## config.mk

```make
export PLATFORM = sky130hd
export DESIGN_NAME = rcf_ctrl
export DESIGN_NICKNAME = d
export VERILOG_FILES = /design/src/rgb_conv3x3_filter_core_macros.svh /design/src/rcf_pkg.sv /design/src/rcf_ctrl.sv
export SDC_FILE = /design/constraint.sdc
export NUM_CORES = 1
export LEC_CHECK = 0
export BUFFER_PORTS_ARGS = -buffer_cell sky130_fd_sc_hd__buf_2
export CAP_MARGIN = 20
export CORE_AREA = 2 2 39 41
export CTS_CLUSTER_SIZE = 24
export DETAILED_ROUTE_END_ITERATION = 10
export DIE_AREA = 0 0 41 43
export SLEW_MARGIN = 20
export SYNTH_ARGS = -nofsm -noshare
export SYNTH_HDL_FRONTEND = slang
export SYNTH_SLANG_ARGS = --single-unit
```

## constraint.sdc

```tcl
create_clock -name clk_i -period 1.5 [get_ports clk_i]
set_input_delay 0.3 -clock clk_i [delete_from_list [all_inputs] [get_ports clk_i]]
set_output_delay 0.3 -clock clk_i [all_outputs]
set_load 0.01 [all_outputs]
```

## src/rgb_conv3x3_filter_core_macros.svh

```systemverilog
// Assertion macros for the 3x3 convolution filter.
`ifndef RGB_CONV3X3_FILTER_CORE_MACROS_SVH
`define RGB_CONV3X3_FILTER_CORE_MACROS_SVH
`ifndef NO_ASSERTIONS
`define RCF_ASSERT_IMPL(label, clk, rst_n, prop, msg) \
  label: assert property (@(posedge clk) disable iff (!rst_n) prop) else $error(msg);
`define RCF_ASSERT_NEXT(label, clk, rst_n, pre, post, msg) \
  label: assert property (@(posedge clk) disable iff (!rst_n) pre |=> post) else $error(msg);
`else
`define RCF_ASSERT_IMPL(label, clk, rst_n, prop, msg)
`define RCF_ASSERT_NEXT(label, clk, rst_n, pre, post, msg)
`endif
`endif

```

## src/rcf_pkg.sv

```systemverilog
`default_nettype none
package rcf_pkg;
  typedef enum logic [1:0] {
    ST_IDLE,
    ST_READ,
    ST_MAC,
    ST_OUT
  } rcf_state_e;

  // Register indexes of the configuration port.
  localparam logic [1:0] REG_WIDTH   = 2'd0;
  localparam logic [1:0] REG_HEIGHT  = 2'd1;
  localparam logic [1:0] REG_WEIGHTS = 2'd2;
  localparam logic [1:0] REG_DIVISOR = 2'd3;

  localparam int unsigned PixMax = 255;
  localparam int unsigned Taps   = 9;

  // Controller to datapath commands.
  typedef struct packed {
    logic load;     // latch input word, read line stores
    logic shift;    // shift window, write line stores, clear step counts
    logic mac;      // one tap of multiply-accumulate
    logic div_step; // one step of the divider
    logic finish;   // register result
  } rcf_cmd_t;

  // Datapath to controller status.
  typedef struct packed {
    logic emit;     // current pixel completes an interior window
    logic mac_done;
    logic div_done;
  } rcf_status_t;
endpackage
`default_nettype wire

```

## src/rcf_ctrl.sv

```systemverilog
`default_nettype none
module rcf_ctrl (
  input  wire logic             clk_i,
  input  wire logic             rst_ni,
  input  wire logic             in_valid_i,
  output logic                  in_ready_o,
  output logic                  out_valid_o,
  input  wire logic             out_ready_i,
  input  wire rcf_pkg::rcf_status_t status_i,
  output rcf_pkg::rcf_cmd_t     cmd_o
);
  import rcf_pkg::*;

  rcf_state_e state_q, state_d;
  logic       out_valid_q, out_valid_d;
  logic       mac_run_q, mac_run_d;

  // Next state.
  always_comb begin
    state_d     = state_q;
    out_valid_d = out_valid_q;
    mac_run_d   = mac_run_q;
    if (out_valid_q && out_ready_i) out_valid_d = 1'b0;
    unique case (state_q)
      ST_IDLE: begin
        if (in_valid_i) state_d = ST_READ;
      end
      ST_READ: begin
        if (status_i.emit) begin
          state_d   = ST_MAC;
          mac_run_d = 1'b1;
        end else begin
          state_d = ST_IDLE;
        end
      end
      ST_MAC: begin
        if (mac_run_q && status_i.mac_done) mac_run_d = 1'b0;
        if (!mac_run_q && status_i.div_done) state_d = ST_OUT;
      end
      ST_OUT: begin
        if (!out_valid_q || out_ready_i) begin
          state_d     = ST_IDLE;
          out_valid_d = 1'b1;
        end
      end
      default: state_d = ST_IDLE;
    endcase
  end

  // Outputs.
  always_comb begin
    cmd_o          = '0;
    in_ready_o     = (state_q == ST_IDLE);
    out_valid_o    = out_valid_q;
    unique case (state_q)
      ST_IDLE: cmd_o.load = in_valid_i;
      ST_READ: cmd_o.shift = 1'b1;
      ST_MAC: begin
        cmd_o.mac      = mac_run_q;
        cmd_o.div_step = !mac_run_q;
      end
      ST_OUT:  cmd_o.finish = !out_valid_q || out_ready_i;
      default: cmd_o = '0;
    endcase
  end

  always_ff @(posedge clk_i or negedge rst_ni) begin
    if (!rst_ni) begin
      state_q     <= ST_IDLE;
      out_valid_q <= 1'b0;
      mac_run_q   <= 1'b0;
    end else begin
      state_q     <= state_d;
      out_valid_q <= out_valid_d;
      mac_run_q   <= mac_run_d;
    end
  end
endmodule
`default_nettype wire

```

==> results.txt <==
The top achievable clock speed came out at 0.738 GHz. The worst hold path belongs to the class input pin to register. The wire length of the first global-routing pass came out at 821 um.

The detail-routed via count per cell came out at 3.81. The worst register-to-register path ends at state_q[0]. The worst pin sits at a relative slew slack of 0.869. The count of filler cells inserted in the layout is 165. The share of the synthesized area in the top cell type came out at 0.426. Of the total power, the share spent switching nets is 0.396. The detailed placer's ending HPWL is 400 um. The horizontal die dimension came out at 41 um.

The power per standard cell area is 2020 nW/um2. The worst supply voltage drop on vdd is 538 uV. The leakage power is 0.173 nW. The count of input and output buffers is 13.

The I/O pin total came out at 14. The share of synthesized cell area in and, or, nand and nor gates is 0.388. The share of the synthesized area in compound gates (AO/OA/AOI/OAI) came to 0.106.

The first-iteration detailed-routing DRC count came out at 3. The number of buffer and inverter instances along the worst setup path is 1. The slowest stage of the critical path is the sky130_fd_sc_hd__dfrtp_2 cell. The biggest fanout along the worst timing path came out at 12. The total via count in the routed design came out at 206. The clock tree buffer depth came out at 2. The register-to-register setup slack came out at 340 ps. The core region is 1380 um2. The critical path is of the register to output pin type. Leaving out fill and tap cells, the most frequent cells in the layout are 13 x sky130_fd_sc_hd__buf_2, 3 x sky130_fd_sc_hd__clkbuf_4. The placed cell count is 50.

The final layout contains 47 nets. The net switching component of the power is 0.268 mW. The total number of yosys warnings is 0. The sequential fraction of the synthesis area is 0.426.

The arrival time of the worst setup path is 1060 ps. The dominant delay contributor by cell family on the critical path is flip-flops. The synthesized netlist net count is 30.

The worst setup path is launched from a register. After global routing, the most crowded layer is met1. The synthesized netlist contains 16 unique library cells. Setup slack on the critical path of the routed design comes to 144 ps. After synthesis, the largest family of logic cells by area is simple AND/OR/NAND/NOR gates. The final weighted congestion in routability-driven placement came out at 0.686. In the final layout, the share of cells above drive strength 1 is 0.500.

TritonCTS built the clock tree. Setup repair after global routing left no endpoint under its margin. The area of the multi-input gates is 116 um2.

The number of buffers added by the clock tree synthesis step is 3. The library cell used most frequently in the layout, excluding fill and tap cells, is sky130_fd_sc_hd__buf_2. The total iterations of the first detailed-routing run came out at 2.

Of the total synthesized cell area, the portion taken by full adders, half adders and majority gates is 0. The worst endpoint required time came out at 1200 ps. The number of maximum-capacitance violations came out at 0.

The depth of the CTS H-tree came out at 1. Global routing finished with a remaining overflow of 0. The smallest hold slack is 352 ps. The synthesized design spends more area on one cell type than any other, namely sky130_fd_sc_hd__dfrtp_1.

The routed wire length is 497 um. The antenna cell count is 0. Setup violations remaining at the end of the flow were counted as 0. The pin count of the biggest net entering global routing is 13. In the routed design, unresolved DRC markers number 0. The number of standard cells after synthesis came out at 23. In this run, synthesis produced a sequential element count of 4. Excluding fillers, the count of instances in the completed layout stands at 54. Of the total power, the clock network draws 0.189. The die boundary height came out at 43 um.

The buffers inserted during post-CTS setup optimization came out at 0. The number of cells on the worst reg-to-reg path is 2. The number of global-route vias before repair came out at 199. The die covers 1760 um2. The worst setup path is captured at an output pin. The worst register-to-register path begins at state_q[0].

The fraction of power consumed by combinational cells came out at 0.416. The critical path goes through nor3b_1 > buf_2. The final period utilization is 0.904.

The post-synthesis mux area share came out at 0. The area used by sequential logic in the layout came out at 103 um2. The pre-CTS worst setup slack came out at 298 ps. The clock transition at the register clock pins on the worst setup and hold paths after CTS is 40 ps. For this configuration, the core starts out at a cell density of 0.170. In the global route stage, met1 resource usage came out at 0.0974. The run finished with clean final reports. The number of gates on the worst path with buffers counted came out at 2. The initial antenna violation count is 0. Across every metal layer, demand over resource in global routing totals 0.0735. The internal power of the cells is 0.410 mW. The worst path needs 1360 ps of the cycle, external delays included. The clock reaches the later pin of the worst-skew pair after 230 ps. The setup TNS is 0 ps. For this run, the slowest stage of the critical path takes 470 ps. The number of clock sinks came out at 4. By area the synthesized netlist is led by sky130_fd_sc_hd__dfrtp_1 43%, sky130_fd_sc_hd__nand2b_1 5.3%, sky130_fd_sc_hd__nor2b_1 5.3%, sky130_fd_sc_hd__nor3b_2 5.3%, sky130_fd_sc_hd__buf_6 4.8%.

The xor-xnor portion of the synthesized cell area is 0. The met2 routing resource usage after global routing came out at 0.0813. In this run the worst setup path begins at state_q[0]. The number of nets with antenna violations after detailed routing is 0. Averaged over all synthesized cells, the footprint is 10.2 um2. The final-report hold violation count is 0.

The transition time at the pin with the least slew margin came out at 194 ps. The setup skew after layout is 1.66 ps. The critical path ends at cmd_o[1].

The number of cell rows is 14. In the global route stage, met3 resource usage came out at 0.0262. Compared with the post-synthesis result, the final layout area differs by 43.1%. The max-slew violation count came out at 0.

The clock tree root driver cell is sky130_fd_sc_hd__clkbuf_4. The netlist area before placement is 235 um2. The sequential cell fraction of total power is 0.395.

The final routed wire length divided by cell count came out at 9.20 um.
==> logic make-up (layout without fill, tap and decap cells) <==
group                  count (synthesis)  in the layout
and+or+nand+nor                       13             13
buffers and inverters                  2             17
DFF                                    4              4
AOI/OAI and AO/OA                      4              4
==> power groups by stage <==
stage	registers (mW)	clock network, mW	logic [mW]
final	0.268	0.128	0.282
after global routing	0.288	0.139	0.317
after CTS	0.263	0.136	0.290
after detailed placement	0.263	0	0.287
after global placement	0.260	0	0.285
after floorplan	0.205	0	0.268
==> tightest hold or removal path, delay by kind of cell <==
kind | cells | cell delay, ps
and+or+nand+nor | 1 | 50
AOI/OAI and AO/OA | 1 | 110
buffers and inverters | 1 | 70
==> area by class of cell <==
class / instances / area share
tap: 16 / 0.0595
timing repair buffer: 14 / 0.223
clock buffer: 3 / 0.0669
sequential: 4 / 0.305
multi-input combinational: 17 / 0.346
==> metal layers <==
metal  up-vias  share of wire
met2         8           0.42
met4         0              0
met1        87           0.46
met3         0           0.12
li1        111              -
met5         -              0
==> what timing repair did <==
action,in CTS,in global routing
gates resized for setup,0,2
hold buffers,1,0
endpoints found under the hold margin,4,0
endpoints found under the setup margin,0,1
==> per-stage QoR <==
step	util	instance area [um2]	total power, mW
after floorplan	-	235	0.473
after global placement	0.218	302	0.545
after detailed placement	0.218	302	0.550
after CTS	0.241	334	0.689
after global routing	0.243	337	0.744
final	0.243	337	0.678
==> worst min path at each step <==
stage | start | to | slack [ps] | cells after the start
floorplan | rst_ni | asynchronous set/reset pin | 4 | 0
global placement | rst_ni | mac_run_q | 110 | 1
detailed placement | rst_ni | mac_run_q | 110 | 1
CTS | status_i[1] | mac_run_q | 350 | 3
global route | status_i[1] | mac_run_q | 370 | 3
finish | status_i[1] | mac_run_q | 350 | 3
==> synth_stat cells <==
cell type	number
sky130_fd_sc_hd__dfrtp_1	4
sky130_fd_sc_hd__a21oi_1	2
sky130_fd_sc_hd__nand2_1	2
sky130_fd_sc_hd__nand2b_1	2
sky130_fd_sc_hd__nor2b_1	2
sky130_fd_sc_hd__a31oi_1	1
sky130_fd_sc_hd__and3b_1	1
sky130_fd_sc_hd__and4b_1	1
sky130_fd_sc_hd__buf_4	1
sky130_fd_sc_hd__buf_6	1
sky130_fd_sc_hd__nor2_1	1
sky130_fd_sc_hd__nor3b_1	1
sky130_fd_sc_hd__nor3b_2	1
sky130_fd_sc_hd__nor4bb_1	1
sky130_fd_sc_hd__o2bb2ai_1	1
sky130_fd_sc_hd__or3_1	1
Power figures use the tool's default switching activity.
